===== config.mk =====
export PLATFORM = sky130hd
export DESIGN_NAME = photo_sensor_position_tracker_unit
export DESIGN_NICKNAME = d
export VERILOG_FILES = /design/src/pspt_pkg.sv /design/src/pspt_debounce.sv /design/src/pspt_regs.sv /design/src/pspt_tracker.sv /design/src/photo_sensor_position_tracker_unit.sv
export SDC_FILE = /design/constraint.sdc
export NUM_CORES = 1
export LEC_CHECK = 0
export BUFFER_PORTS_ARGS = -buffer_cell sky130_fd_sc_hd__buf_4
export CELL_PAD_IN_SITES_DETAIL_PLACEMENT = 1
export CELL_PAD_IN_SITES_GLOBAL_PLACEMENT = 1
export CORE_MARGIN = 4
export CORE_UTILIZATION = 37
export DETAILED_ROUTE_END_ITERATION = 8
export GPL_TIMING_DRIVEN = 0
export PLACE_DENSITY = 0.71
export SLEW_MARGIN = 20
export SYNTH_ARGS = -nofsm -noshare
export SYNTH_HDL_FRONTEND = slang
export SYNTH_HIERARCHICAL = 1
export SYNTH_SLANG_ARGS = --single-unit

===== constraint.sdc =====
create_clock -name clk -period 11.3 [get_ports clk]
set_input_delay 1.13 -clock clk [delete_from_list [all_inputs] [get_ports clk]]
set_output_delay 1.13 -clock clk [all_outputs]
set_load 0.005 [all_outputs]

===== src/pspt_pkg.sv =====
// ----------------------------------------------------------------------------
// Photo-sensor position tracker package
// Shared types, register map and reset constants.
// ----------------------------------------------------------------------------
`timescale 1ns / 1ps

package pspt_pkg;

    localparam logic [15:0] PERIOD_RESET  = 16'd8;
    localparam logic [3:0]  CONFIRM_RESET = 4'd3;
    localparam logic [15:0] PULSE_RESET   = 16'd50;

    // Phase that stands for a count of one under the reset period
    localparam logic [15:0] PHASE_RESET = (PERIOD_RESET <= 16'd1) ? 16'd0 : 16'd1;

    localparam int ADDR_W = 4;

    typedef enum logic [1:0] {
        REG_PERIOD  = 2'd0,
        REG_CONFIRM = 2'd1,
        REG_PULSE   = 2'd2
    } reg_idx_t;

    typedef struct packed {
        logic [15:0] count_period;
        logic [3:0]  confirm_limit;
        logic [15:0] pulse_length;
    } cfg_t;

    typedef struct packed {
        logic        kind;
        logic        count_sensor;
        logic        reset_sensor;
        logic [31:0] interval_value;
        logic [31:0] speed_value;
        logic [15:0] servo_value;
    } item_t;

    typedef struct packed {
        logic        report_valid;
        logic [15:0] prev_car;
        logic [15:0] cur_car;
        logic [31:0] report_interval;
        logic [31:0] report_speed;
        logic [15:0] report_servo;
        logic        pulse_out;
        logic [15:0] edge_count;
    } result_t;

endpackage


===== src/pspt_debounce.sv =====
// ----------------------------------------------------------------------------
// Sensor debouncer
// Confirms a new sensor level after it holds beyond the confirm limit.
// ----------------------------------------------------------------------------
`timescale 1ns / 1ps

module pspt_debounce
    import pspt_pkg::*;
(
    input  logic       clk,
    input  logic       rst_n,
    input  logic       en,
    input  logic       raw,
    input  logic [3:0] limit,
    output logic       change
);

    logic       stable_reg, stable_next;
    logic       cand_reg, cand_next;
    logic [4:0] conf_reg, conf_next;
    logic       cand_mid;
    logic [4:0] conf_inc;

    always_comb
    begin
        // Load a fresh candidate only when no confirmation is running
        cand_mid    = (stable_reg != raw && conf_reg == 5'd0) ? raw : cand_reg;
        conf_inc    = conf_reg + 5'd1;
        stable_next = stable_reg;
        cand_next   = cand_mid;
        conf_next   = conf_reg;
        change      = 1'b0;
        if (en)
        begin
            if (cand_mid == raw && cand_mid != stable_reg)
            begin
                if (conf_inc > {1'b0, limit})
                begin
                    stable_next = cand_mid;
                    conf_next   = 5'd0;
                    change      = 1'b1;
                end
                else
                begin
                    conf_next = conf_inc;
                end
            end
            else
            begin
                cand_next = stable_reg;
                conf_next = 5'd0;
            end
        end
        else
        begin
            cand_next = cand_reg;
        end
    end

    always_ff @(posedge clk or negedge rst_n)
    begin
        if (!rst_n)
        begin
            stable_reg <= 1'b0;
            cand_reg   <= 1'b0;
            conf_reg   <= 5'd0;
        end
        else
        begin
            stable_reg <= stable_next;
            cand_reg   <= cand_next;
            conf_reg   <= conf_next;
        end
    end

endmodule


===== src/pspt_regs.sv =====
// ----------------------------------------------------------------------------
// Configuration register file
// APB-style write and read of period, confirm limit and pulse length.
// ----------------------------------------------------------------------------
`timescale 1ns / 1ps

module pspt_regs
    import pspt_pkg::*;
(
    input  logic              clk,
    input  logic              rst_n,
    input  logic              psel,
    input  logic              penable,
    input  logic              pwrite,
    input  logic [ADDR_W-1:0] paddr,
    input  logic [31:0]       pwdata,
    output logic [31:0]       prdata,
    output logic              pready,
    output cfg_t              cfg
);

    cfg_t     cfg_reg, cfg_next;
    reg_idx_t idx;
    logic     wr;

    assign pready = 1'b1;
    assign idx    = reg_idx_t'(paddr[ADDR_W-1:2]);
    assign wr     = psel && penable && pwrite && pready;
    assign cfg    = cfg_reg;

    always_comb
    begin
        cfg_next = cfg_reg;
        if (wr)
        begin
            case (idx)
                REG_PERIOD:  cfg_next.count_period  = pwdata[15:0];
                REG_CONFIRM: cfg_next.confirm_limit = pwdata[3:0];
                REG_PULSE:   cfg_next.pulse_length  = pwdata[15:0];
                default:     cfg_next = cfg_reg;
            endcase
        end
    end

    always_comb
    begin
        case (idx)
            REG_PERIOD:  prdata = {16'd0, cfg_reg.count_period};
            REG_CONFIRM: prdata = {28'd0, cfg_reg.confirm_limit};
            REG_PULSE:   prdata = {16'd0, cfg_reg.pulse_length};
            default:     prdata = 32'd0;
        endcase
    end

    always_ff @(posedge clk or negedge rst_n)
    begin
        if (!rst_n)
        begin
            cfg_reg.count_period  <= PERIOD_RESET;
            cfg_reg.confirm_limit <= CONFIRM_RESET;
            cfg_reg.pulse_length  <= PULSE_RESET;
        end
        else
        begin
            cfg_reg <= cfg_next;
        end
    end

endmodule


===== src/pspt_tracker.sv =====
// ----------------------------------------------------------------------------
// Position tracker datapath
// Input register, count/period/pulse update and result register.
// ----------------------------------------------------------------------------
`timescale 1ns / 1ps

module pspt_tracker
    import pspt_pkg::*;
(
    input  logic    clk,
    input  logic    rst_n,
    input  cfg_t    cfg,
    input  logic    in_valid,
    output logic    in_ready,
    input  item_t   in_item,
    output logic    out_valid,
    input  logic    out_ready,
    output result_t out_res
);

    logic        in_vld_reg, in_vld_next;
    item_t       item_reg;
    logic        out_vld_reg, out_vld_next;
    result_t     res_reg, res_next;
    logic        adv;
    logic        take;
    logic        fire;
    logic        scan;
    logic        cnt_chg;
    logic        rst_chg;

    logic [15:0] pos_reg, pos_next;
    logic [15:0] phase_reg, phase_next;
    logic [15:0] car_reg, car_next;
    logic [15:0] rem_reg, rem_next;
    logic        lvl_reg, lvl_next;
    logic [15:0] pos_inc;
    logic [16:0] phase_inc;
    logic [15:0] phase_adv;
    logic [15:0] rem_dec;
    logic [15:0] phase_one;

    assign adv      = !out_vld_reg || out_ready;
    assign in_ready = !in_vld_reg || adv;
    assign take     = in_valid && in_ready;
    assign fire     = in_vld_reg && adv;
    assign scan     = fire && !item_reg.kind;

    assign out_valid = out_vld_reg;
    assign out_res   = res_reg;

    pspt_debounce u_cnt_deb (
        .clk    (clk),
        .rst_n  (rst_n),
        .en     (scan),
        .raw    (item_reg.count_sensor),
        .limit  (cfg.confirm_limit),
        .change (cnt_chg)
    );

    pspt_debounce u_rst_deb (
        .clk    (clk),
        .rst_n  (rst_n),
        .en     (scan),
        .raw    (item_reg.reset_sensor),
        .limit  (cfg.confirm_limit),
        .change (rst_chg)
    );

    always_comb
    begin
        pos_inc   = pos_reg + 16'd1;
        phase_inc = {1'b0, phase_reg} + 17'd1;
        // Wrap the phase at the period; a zero period behaves as one
        phase_adv = (phase_inc >= {1'b0, cfg.count_period}) ? 16'd0 : phase_inc[15:0];
        rem_dec   = rem_reg - 16'd1;
        phase_one = (cfg.count_period <= 16'd1) ? 16'd0 : 16'd1;

        pos_next   = pos_reg;
        phase_next = phase_reg;
        car_next   = car_reg;
        rem_next   = rem_reg;
        lvl_next   = lvl_reg;
        res_next   = '0;

        if (fire && item_reg.kind)
        begin
            if (rem_reg != 16'd0)
            begin
                rem_next = rem_dec;
                if (rem_dec == 16'd0)
                begin
                    lvl_next = 1'b0;
                end
            end
        end
        else if (scan)
        begin
            if (cnt_chg)
            begin
                pos_next   = pos_inc;
                phase_next = phase_adv;
                if (pos_inc != 16'd0 && phase_adv == 16'd0)
                begin
                    rem_next                 = cfg.pulse_length;
                    lvl_next                 = (cfg.pulse_length != 16'd0);
                    car_next                 = car_reg + 16'd1;
                    res_next.report_valid    = 1'b1;
                    res_next.prev_car        = car_reg;
                    res_next.cur_car         = car_reg + 16'd1;
                    res_next.report_interval = item_reg.interval_value;
                    res_next.report_speed    = item_reg.speed_value;
                    res_next.report_servo    = item_reg.servo_value;
                end
            end
            // Reset channel acts after the count channel
            if (rst_chg)
            begin
                pos_next   = 16'd0;
                car_next   = 16'd0;
                phase_next = phase_one;
            end
        end

        res_next.pulse_out  = lvl_next;
        res_next.edge_count = pos_next;

        in_vld_next  = take ? 1'b1 : (adv ? 1'b0 : in_vld_reg);
        out_vld_next = adv ? in_vld_reg : out_vld_reg;
    end

    always_ff @(posedge clk or negedge rst_n)
    begin
        if (!rst_n)
        begin
            in_vld_reg  <= 1'b0;
            out_vld_reg <= 1'b0;
            pos_reg     <= 16'd0;
            phase_reg   <= PHASE_RESET;
            car_reg     <= 16'd0;
            rem_reg     <= 16'd0;
            lvl_reg     <= 1'b0;
        end
        else
        begin
            in_vld_reg  <= in_vld_next;
            out_vld_reg <= out_vld_next;
            pos_reg     <= pos_next;
            phase_reg   <= phase_next;
            car_reg     <= car_next;
            rem_reg     <= rem_next;
            lvl_reg     <= lvl_next;
        end
    end

    // Payload registers: hold unless a transfer moves them on
    always_ff @(posedge clk)
    begin
        if (take)
        begin
            item_reg <= in_item;
        end
        if (fire)
        begin
            res_reg <= res_next;
        end
    end

endmodule


===== src/photo_sensor_position_tracker_unit.sv =====
// ----------------------------------------------------------------------------
// Photo-sensor position tracker
// Debounced edge counter with periodic car reports and an output pulse.
// ----------------------------------------------------------------------------
// The block takes one item per clock cycle while the output side is ready and
// returns exactly one result per item via the input register, then a single
// update of debouncers, count, period phase and pulse timer into the result
// register. A stalled output holds both stages; the input side keeps accepting
// until they are full. The user must see that configuration is written over
// the APB port only while no item is in flight; the block does not enforce it.
`timescale 1ns / 1ps

module photo_sensor_position_tracker_unit
    import pspt_pkg::*;
(
    input  logic              clk,
    input  logic              rst_n,
    // configuration
    input  logic              psel,
    input  logic              penable,
    input  logic              pwrite,
    input  logic [ADDR_W-1:0] paddr,
    input  logic [31:0]       pwdata,
    output logic [31:0]       prdata,
    output logic              pready,
    // input stream
    input  logic              s_axis_tvalid,
    output logic              s_axis_tready,
    // [0] count_sensor, [1] reset_sensor, [33:2] interval_value,
    // [65:34] speed_value, [81:66] servo_value, [87:82] zero
    input  logic [87:0]       s_axis_tdata,
    // [0] kind
    input  logic              s_axis_tuser,
    // result stream
    output logic              m_axis_tvalid,
    input  logic              m_axis_tready,
    // [15:0] prev_car, [31:16] cur_car, [63:32] report_interval,
    // [95:64] report_speed, [111:96] report_servo, [112] pulse_out,
    // [128:113] edge_count, [135:129] zero
    output logic [135:0]      m_axis_tdata,
    // [0] report_valid
    output logic              m_axis_tuser
);

    cfg_t    cfg;
    item_t   item;
    result_t res;

    pspt_regs u_regs (
        .clk     (clk),
        .rst_n   (rst_n),
        .psel    (psel),
        .penable (penable),
        .pwrite  (pwrite),
        .paddr   (paddr),
        .pwdata  (pwdata),
        .prdata  (prdata),
        .pready  (pready),
        .cfg     (cfg)
    );

    always_comb
    begin
        item.kind           = s_axis_tuser;
        item.count_sensor   = s_axis_tdata[0];
        item.reset_sensor   = s_axis_tdata[1];
        item.interval_value = s_axis_tdata[33:2];
        item.speed_value    = s_axis_tdata[65:34];
        item.servo_value    = s_axis_tdata[81:66];
    end

    pspt_tracker u_tracker (
        .clk       (clk),
        .rst_n     (rst_n),
        .cfg       (cfg),
        .in_valid  (s_axis_tvalid),
        .in_ready  (s_axis_tready),
        .in_item   (item),
        .out_valid (m_axis_tvalid),
        .out_ready (m_axis_tready),
        .out_res   (res)
    );

    assign m_axis_tuser = res.report_valid;
    assign m_axis_tdata = {7'd0, res.edge_count, res.pulse_out, res.report_servo,
                           res.report_speed, res.report_interval, res.cur_car,
                           res.prev_car};

endmodule


# ---- Yosys cells after proc, flatten, opt, wreduce, memory -nomap -nowiden
# Cells that the tools add are included.
dict set report op_classes {
  addsub 6
  order_cmp 4
  n_eq_ne 9
  mux 40
  bitwise_logic 4
  n_reduce_logical 40
}
# op count
set op_table {}
lappend op_table {{2-to-1 mux 16 bit} 15}
lappend op_table {{2-to-1 mux 113 bit} 1}
lappend op_table {{one-hot mux 16 bit (3 select lines)} 1}
lappend op_table {{nonzero test 16 bit} 3}
lappend op_table {{adder 16 x 1 -> 16 bit, second input constant} 2}
lappend op_table {{logical NOT 16 bit} 2}
lappend op_table {{2-to-1 mux 5 bit} 4}
lappend op_table {{2-to-1 mux 1 bit} 19}
lappend op_table {{adder 16 x 1 -> 17 bit, second input constant} 1}
lappend op_table {{greater-or-equal comparator 17 x 16 -> 1 bit} 1}
lappend op_table {{less-or-equal comparator 16 x 1 -> 1 bit, second input constant} 1}
lappend op_table {{subtractor 16 x 1 -> 16 bit, second input constant} 1}
lappend op_table {{nonzero test 2 bit} 6}
lappend op_table {{logical AND 1 bit} 11}
lappend op_table {{adder 5 x 1 -> 5 bit, second input constant} 2}
lappend op_table {{> comparator 5 x 4 -> 1 bit} 2}
lappend op_table {{logical NOT 5 bit} 2}
lappend op_table {{AND reduction 3 bit} 3}
lappend op_table {{AND reduction 4 bit} 2}
lappend op_table {{AND reduction 2 bit} 3}
lappend op_table {{inequality test 1 bit} 4}
lappend op_table {{inverter 1 bit} 4}
lappend op_table {{OR reduction 4 bit} 1}
lappend op_table {{logical NOT 1 bit} 3}
lappend op_table {{other kinds (7)} 9}
dict set report totals {
  reg_bits 330
  in_bits 132
  output_inout_bits 172
  wordCells 133
}

# ---- Longest topological paths before layout
# Gate-level depths: netlist of run 1.
dict set report logic_depth {
  ltp_word 11
  mapped_depth 18
  mapped_depth_nobuf 15
}

# ---- By module
# The synthesis of run 1 kept the hierarchy.
# mod instances cells_each area_per_inst_um2 seq_area_each_um2
set by_module_without_submodules {}
lappend by_module_without_submodules {pspt_tracker 1 965 12152.9 8074.0}
lappend by_module_without_submodules {pspt_regs 1 138 1809.2 908.4}
lappend by_module_without_submodules {pspt_debounce 2 61 566.8 175.2}
lappend by_module_without_submodules {photo_sensor_position_tracker_unit 1 8 56.3 0.0}

# ---- Least setup slack after synthesis of run 1
# OpenSTA, ideal clock, no wires.
dict set report synth_timing {
  kind {input -> register}
  startpoint {input port m_axis_tready}
  endpoint {register u_tracker.rem_reg[12]}
  setup_ns 0.121
  arrival_ns 8.744
  slack_ns 2.435
  cell_stages 6
  n_path_buf 0
  path_cell_list {nor2b_1 nor2_1 nand2_1 a21oi_1 nor2_1 o22a_1}
}
dict set report synth_via {
  elab_chain_cells 6
  elab_cells_between_ends 11
}
# element line_no
set synth_lines {}
lappend synth_lines {{from (decl)} photo_sensor_position_tracker_unit.sv:36} ;# input logic m_axis_tready,
lappend synth_lines {{logical OR 1 bit *} pspt_tracker.sv:43} ;# assign adv = !out_vld_reg || out_ready;
lappend synth_lines {{logical AND 1 bit *} pspt_tracker.sv:46} ;# assign fire = in_vld_reg && adv;
lappend synth_lines {{via u_tracker.fire} pspt_tracker.sv:27} ;# logic fire;
lappend synth_lines {{logical AND 1 bit} pspt_tracker.sv:47} ;# assign scan = fire && !item_reg.kind;
lappend synth_lines {{2-to-1 mux 1 bit} pspt_debounce.sv:33} ;# if (en)
lappend synth_lines {{nonzero test 2 bit (no line)} n/a}
lappend synth_lines {{AND reduction 4 bit (no line)} n/a}
lappend synth_lines {{to (signal assigned)} pspt_tracker.sv:151} ;# rem_reg <= rem_next;
lappend synth_lines {{to (decl)} pspt_tracker.sv:35} ;# logic [15:0] rem_reg, rem_next;
# The timed path passes the listed nets; every way through them passes the cells marked *.
# A chain may end at the register's enable or synchronous reset.

# ---- Worst setup path after layout of run 1
dict set report layout_timing {
  startpoint {register u_tracker.phase_reg[0]}
  endpoint {register u_tracker.res_reg (netlist bit u_tracker/out_res[104]), data pin}
}
dict set report layout_via {
  elab_chain_cells 7
}
# element line_no
set layout_lines {}
lappend layout_lines {{from (decl)} pspt_tracker.sv:33} ;# logic [15:0] phase_reg, phase_next;
lappend layout_lines {{from (signal assigned)} pspt_tracker.sv:149} ;# phase_reg <= phase_next;
lappend layout_lines {{adder 16 x 1 -> 17 bit *} pspt_tracker.sv:73} ;# phase_inc = {1'b0, phase_reg} + 17'd1;
lappend layout_lines {{greater-or-equal comparator 17 x 16 -> 1 bit} pspt_tracker.sv:75} ;# phase_adv = (phase_inc >= {1'b0, cfg.count_period}) ? 16'd0 : phase_inc[15:0];
lappend layout_lines {{2-to-1 mux 16 bit *} pspt_tracker.sv:75}
lappend layout_lines {{logical NOT 16 bit *} pspt_tracker.sv:103} ;# if (pos_inc != 16'd0 && phase_adv == 16'd0)
lappend layout_lines {{logical AND 1 bit *} pspt_tracker.sv:103}
lappend layout_lines {{inverter 1 bit (no line) *} n/a}
lappend layout_lines {{OR reduction 4 bit (no line) *} n/a}
lappend layout_lines {{to (signal assigned)} pspt_tracker.sv:165} ;# res_reg <= res_next;
lappend layout_lines {{to (decl)} pspt_tracker.sv:24} ;# result_t res_reg, res_next;
# Every way passes the cells marked *; elsewhere a longest branch is shown, timed or not.

==> impl_metrics.ini, run 1 <==
[status]
status = finished clean

[setup_path]
critical_path_buf_inv_count = 3
path_max_fanout = 10
crit_path_end_kind = flop
cpPeakStageDelay_ps = 620
path_cells = ha_1 > buf_2 > nand4_1 > nor3_1 > xor2_1 > ha_1 > a21o_1 > a21o_1 > a21oi_1 > o221a_2 > and2_1 > a21o_1 > buf_6 > clkbuf_1 > nor2_1
critPathSlowestCell = dfstp_2
criticalPathCategory = flop to flop
required_ps = 11560
crit_top_cell = a21o_1
arrival_ps = 4680
cp_top_family = compound AO/OA/AOI/OAI gates
worstSetupStartpointType = flop

[sta]
worst_pin_slew_ps = 933
setup_viol = 0
worst_slack_ps = 6880
final.min_clock_period_ps = 4420
hold_viol = 0
max_freq_mhz = 226
maxSlewHeadroom_pct = 37.8
slew_violations = 0
period_share_pct = 39.1
grt_setup_unrepaired = no
fin_worst_skew_ps = 9.11

[route]
wl_met1_um = 17700
routed_wl_um = 41400
route.met2.wl_um = 21300
routed.top_layer = met4
vias = 10700
detail_route.drc_violations = 0
routedWlPerCell_um = 19.7
dr.pass1.iters = 5
met3_length_um = 1730
routed_via_density = 5.09
drtAntennaViolNets = 0
drtIter0Drc = 526

[yosys]
synth_ff_type = edfxtp_1
synthTopCellsByCount = 213 x edfxtp_1, 110 x dfrtp_1, 100 x and2_1
synthTopCellsByArea = edfxtp_1 42%, dfrtp_1 18%, and2_1 4.1%
synth_warnings = 6
syn_area_mm2 = 0.0152
yosysMostFrequentCell = edfxtp_1
yosys.area.top_type = edfxtp_1
async_flop_share_pct = 35.5
synth_top_area_share_pct = 42.2
synth_edf_count = 213
synth_seq_cells = 330
yosysUniqueCellTypes = 83
syn_avg_cell_area_um2 = 12.3
synthCells = 1233
ys_seq_area_share_pct = 61.6

[layout]
largest_reg_flops = 130
drive_gt1_share_pct = 27.8
regArea_mm2 = 0.00933
fin_nets = 1722
multi_input_area_mm2 = 0.00523
fill_cells = 4251
n_antenna_cell = 0
syn_to_final_growth_pct = 27.5
final_area_mm2 = 0.0193

[grt]
grt_max_degree = 75
grt_pass1_vias = 11500
track_usage_pct = 18.4
grt_pass1_wl_um = 64900
antenna_found_initial = 0
overflow = 0

[pwr]
comb_power_share_pct = 16.2
finalPower_mw = 3.40
power_frac_clock_pct = 38.5
swShare_pct = 26.5
p_int_mw = 2.50
p_switching_mw = 0.901
p_leak_nw = 8.31
pwr_density_cell_mw_per_mm2 = 176
p_seq_share_pct = 45.2
vdd_drop_max_v = 0.0000991

[placed_design]
gp_congestion = 0.866
post_dp_cell_area_mm2 = 0.0180
port_buffers = 255
hpwl_um = 30400
dp_slack_ps = 6480

[die]
dieArea_mm2 = 0.0443
die_width_um = 210
core-area_mm2 = 0.0401
io_pins = 304
die_h_um = 210
start_util_pct = 37.8
rows = 73

[job]
maxCapViolCount = 0

[clocking]
clkTransAtPathRegs_ps = 60
clockBufferDepth = 3
hold_buffers = 0
cts.sinks = 330
cts-root-buf = clkbuf_16
worst_skew_pair.late_latency_ps = 540
numCtsBuffers = 38
cts_repair_resize_count = 0
cts_tree = done
cts_setup_buffers = 0
htreeDepth = 2

[min_path]
holdCritPathClass = input port to asynchronous set/reset pin
-- path summary, 6_finish.rpt --
path	start	endpoint	slack, ps	depth (start not counted)
max	u_tracker/phase_reg[0]	u_tracker/out_res[104]	6880	15
min	rst_n	u_tracker/u_rst_deb/conf_reg[4]	490	1
max reg2reg	u_tracker/phase_reg[0]	u_tracker/out_res[104]	6880	15
min reg2reg	u_tracker/item_reg[72]	u_tracker/out_res[89]	520	1
max in group asynchronous	rst_n	u_regs/cfg[5]	10100	2
min in group clk	u_tracker/item_reg[72]	u_tracker/out_res[89]	520	1
-- through the flow --
| stage | instances | hold slack, ps | setup TNS, ps | utilization, % |
|---|---|---|---|---|
| floorplan | 1254 | 463 | 0 | - |
| global placement | 2034 | 500 | -24810 | 44.4 |
| detailed placement | 2041 | 504 | 0 | 44.8 |
| CTS | 2109 | 470 | 0 | 48.2 |
| global route | 2109 | 488 | 0 | 48.2 |
| finish | 2109 | 490 | 0 | 48.2 |
-- metal layers --
metal / global-route usage [%] / vias to the layer above
met4: 4.25 / 0
met5: 0 / -
li1: - / 5100
met2: 32.6 / 217
met1: 23.5 / 5377
met3: 3.30 / 48
-- worst reg2reg max path, delay by kind of cell (launching register included) --
kind            cells  cell delay (ps)
simple gates        4              820
flops               1              620
buf+inv             3              880
xor+xnor            1              350
compound gates      5              980
fa+ha+maj           2              490
-- layout by cell type (no fill, tap or decap), types with 9 or more instances in the layout --
master,n
nand4_1,20
o21ai_0,55
clkbuf_16,39
nor2b_1,13
conb_1,24
nor3_1,31
nor4_1,22
buf_4,287
edfxtp_1,213
clkbuf_2,10
ha_1,34
xor2_1,15
mux2_2,34
dfrtp_1,110
o22ai_1,11
nand2_1,77
and3_1,10
a22o_1,10
mux2i_1,24
inv_1,54
clkbuf_1,36
xnor2_1,25
and2_1,99
nor2_1,80
nand3_1,33
a211o_1,9
a21oi_1,34
-- power groups by stage --
| stage | clock [mW] | sequential, mW | combinational [mW] |
|---|---|---|---|
| floorplan | 0 | 1.53 | 0.336 |
| global placement | 0 | 1.57 | 0.514 |
| detailed placement | 0 | 1.56 | 0.554 |
| CTS | 1.35 | 1.54 | 0.559 |
| global route | 1.41 | 1.55 | 0.620 |
| finish | 1.31 | 1.54 | 0.552 |
-- cells by family (layout without fill, tap and decap cells) --
family	count (synthesis)	count (layout)	synth area share, %
xor gates and xnor gates	40	40	2.31
and+or+nand+nor	427	427	15.3
muxes	62	62	4.51
adders and majority gates	34	34	2.81
DFF	330	330	61.6
buffers and inverters	139	469	4.49
other	3	24	0.0743
AOI/OAI and AO/OA	198	198	8.89
-- cell type report --
type	instances	area share (%)
multi-input cells	785	27.1
repair buffers	262	10.8
clock buffers	48	5.38
flip-flops and latches	330	48.3
well taps	525	3.40
plain buffers	83	2.44
clock inverters	20	1.57
inverters	56	1.09
Power figures use the tool's default switching activity.
==> run 2, diff against run 1 <==
- clock period: 11.3 -> 4.33 ns (I/O delays scaled with it)
==> run 2 against run 1 <==
  * Die area did not move
  * Critical path depth rose by 2
  * Flip-flop and latch count stayed put
  * Non-clock buffer count increased by 10
  * Count of clock-buffer cells in the layout grew 5
  * Via count increased by 1.5%
  * Worst hold slack worse by 440 ps
  * Critical path type unchanged
  * Critical endpoint is now u_tracker/out_res[93]
==> impl_metrics.ini, run 2 (synthesis gave the netlist of run 1 again) <==
[status]
status = finished clean

[clocking]
cts_tree = done
clockBufferDepth = 3
cts.sinks = 330
worst_skew_pair.late_latency_ps = 560
cts-root-buf = clkbuf_16
htreeDepth = 2
clkTransAtPathRegs_ps = 60
numCtsBuffers = 39

[grt]
overflow = 0
grt_max_degree = 95
antenna_found_initial = 0
grt_pass1_vias = 11500
track_usage_pct = 18.4
grt_pass1_wl_um = 65300

[die]
start_util_pct = 37.8
die_width_um = 210
die_h_um = 210
io_pins = 304
dieArea_mm2 = 0.0443
core-area_mm2 = 0.0401
rows = 73

[placed_design]
gp_congestion = 0.834
port_buffers = 255
hpwl_um = 30700
place_inst = 2042

[layout]
fin_nets = 1733
fin_cells = 2122
drive_gt1_share_pct = 28.1
final_common_cell = buf_4
fill_cells = 4279
syn_to_final_growth_pct = 27.7
regArea_mm2 = 0.00933
fin_util_pct = 48.2
multi_input_area_mm2 = 0.00524
largest_reg_flops = 130
n_antenna_cell = 0
final_cell_mix = 296 x buf_4, 213 x edfxtp_1, 110 x dfrtp_1

[setup_path]
crit_path_start = u_tracker/phase_reg[0]
path_max_fanout = 10
worstSetupStartpointType = flop
r2r-start = u_tracker/phase_reg[0]
arrival_ps = 4420
required_ps = 4610
crit_path_end_kind = flop
criticalPathCategory = flop to flop

[sta]
setup_viol = 0
setup_tns_ps = 0
period_share_pct = 95.6
slew_violations = 0
fin_worst_skew_ps = 33.0
final.min_clock_period_ps = 4140
hold_viol = 0
max_freq_mhz = 242
maxSlewHeadroom_pct = 30.5
worst_pin_slew_ps = 1040
hold_slack_ps = 48.3

[pwr]
pwr_density_cell_mw_per_mm2 = 445
vdd_drop_max_v = 0.000252
finalPower_mw = 8.61
p_leak_nw = 8.30

[min_path]
worstHoldStart = s_axis_tdata[1]
holdCritPathClass = input port to flop

[route]
vias = 10900
drtIter0Drc = 717
routed_wl_um = 41800
routed_via_density = 5.14
detail_route.drc_violations = 0
routedWlPerCell_um = 19.7
drtAntennaViolNets = 0
dr.pass1.iters = 5

[job]
maxCapViolCount = 0
[run 2: cell types whose count changed in the layout (fill, tap and decap cells not counted), sizes merged]
| cell | delta |
|---|---|
| clkbuf | +5 |
| inv | -2 |
| clkinvlp | +1 |
| bufinv | -5 |
| buf | +9 |
| dlygate4sd3 | +1 |
| clkinv | +4 |
[run 2: metal layers]
layer / share of wire [%] / routed length, µm / GRT usage [%]
met1: 41 / 17300 / 23.1
met5: 0 / 0 / 0
met3: 4.5 / 1870 / 3.44
met4: 2.5 / 1030 / 5.22
met2: 52 / 21600 / 32.7
[run 2: cell type report]
class,instances,area share [%]
Sequential cell,330,48.3
Inverter,56,1.11
Buffer,82,2.46
Timing Repair Buffer,273,11.4
Clock inverter,18,0.802
Tap cell,525,3.40
Clock buffer,53,5.48
Multi-Input combinational cell,785,27.1
[run 2: per-stage QoR]
step,area (µm²),setup WS (ps)
3_3_place_gp,17800,-1480
5_1_grt,19300,-14.3
6_report,19300,191
4_1_cts,19300,38.4
3_5_place_dp,18000,-14.0
2_1_floorplan,15200,372
[run 2: final timing paths]
kind,end,slack (ps),depth (start not counted)
setup / recovery,u_tracker/out_res[93],190,17
max in group asynchronous,u_tracker/car_reg[1],3240,3
hold / removal,u_tracker/item_reg[80],50,1
min in group asynchronous,u_tracker/u_rst_deb/cand_reg,310,2
hold reg to reg,u_tracker/out_res[63],510,1
setup reg to reg,u_tracker/out_res[93],190,17
[run 2: repair_timing]
item                                    4_1_cts  5_1_grt
hold endpoints to repair                     23        0
resized for setup                             3        6
buffers inserted                              0        9
endpoints found under the setup margin       41      151
pin swaps                                     0        3
hold buffers                                  1        0
gates cloned                                  0        0
[run 2: where the power goes]
group          switching [mW]  internal, mW
logic                   0.762         0.706
clock network            1.29          1.84
registers               0.301          3.71
total                    2.35          6.26
[run 2: worst max-delay path, stage by stage (launching register included)]
cell	delay, ps
dfstp_2	580
ha_1	190
clkbuf_4	210
nand4_1	110
buf_4	180
nor3_1	180
xor2_1	350
ha_1	330
a21o_1	170
a21o_1	180
a21oi_1	140
o221a_2	210
and2_1	150
a21o_1	210
inv_2	60
buf_4	200
clkbuf_2	200
and2_1	190
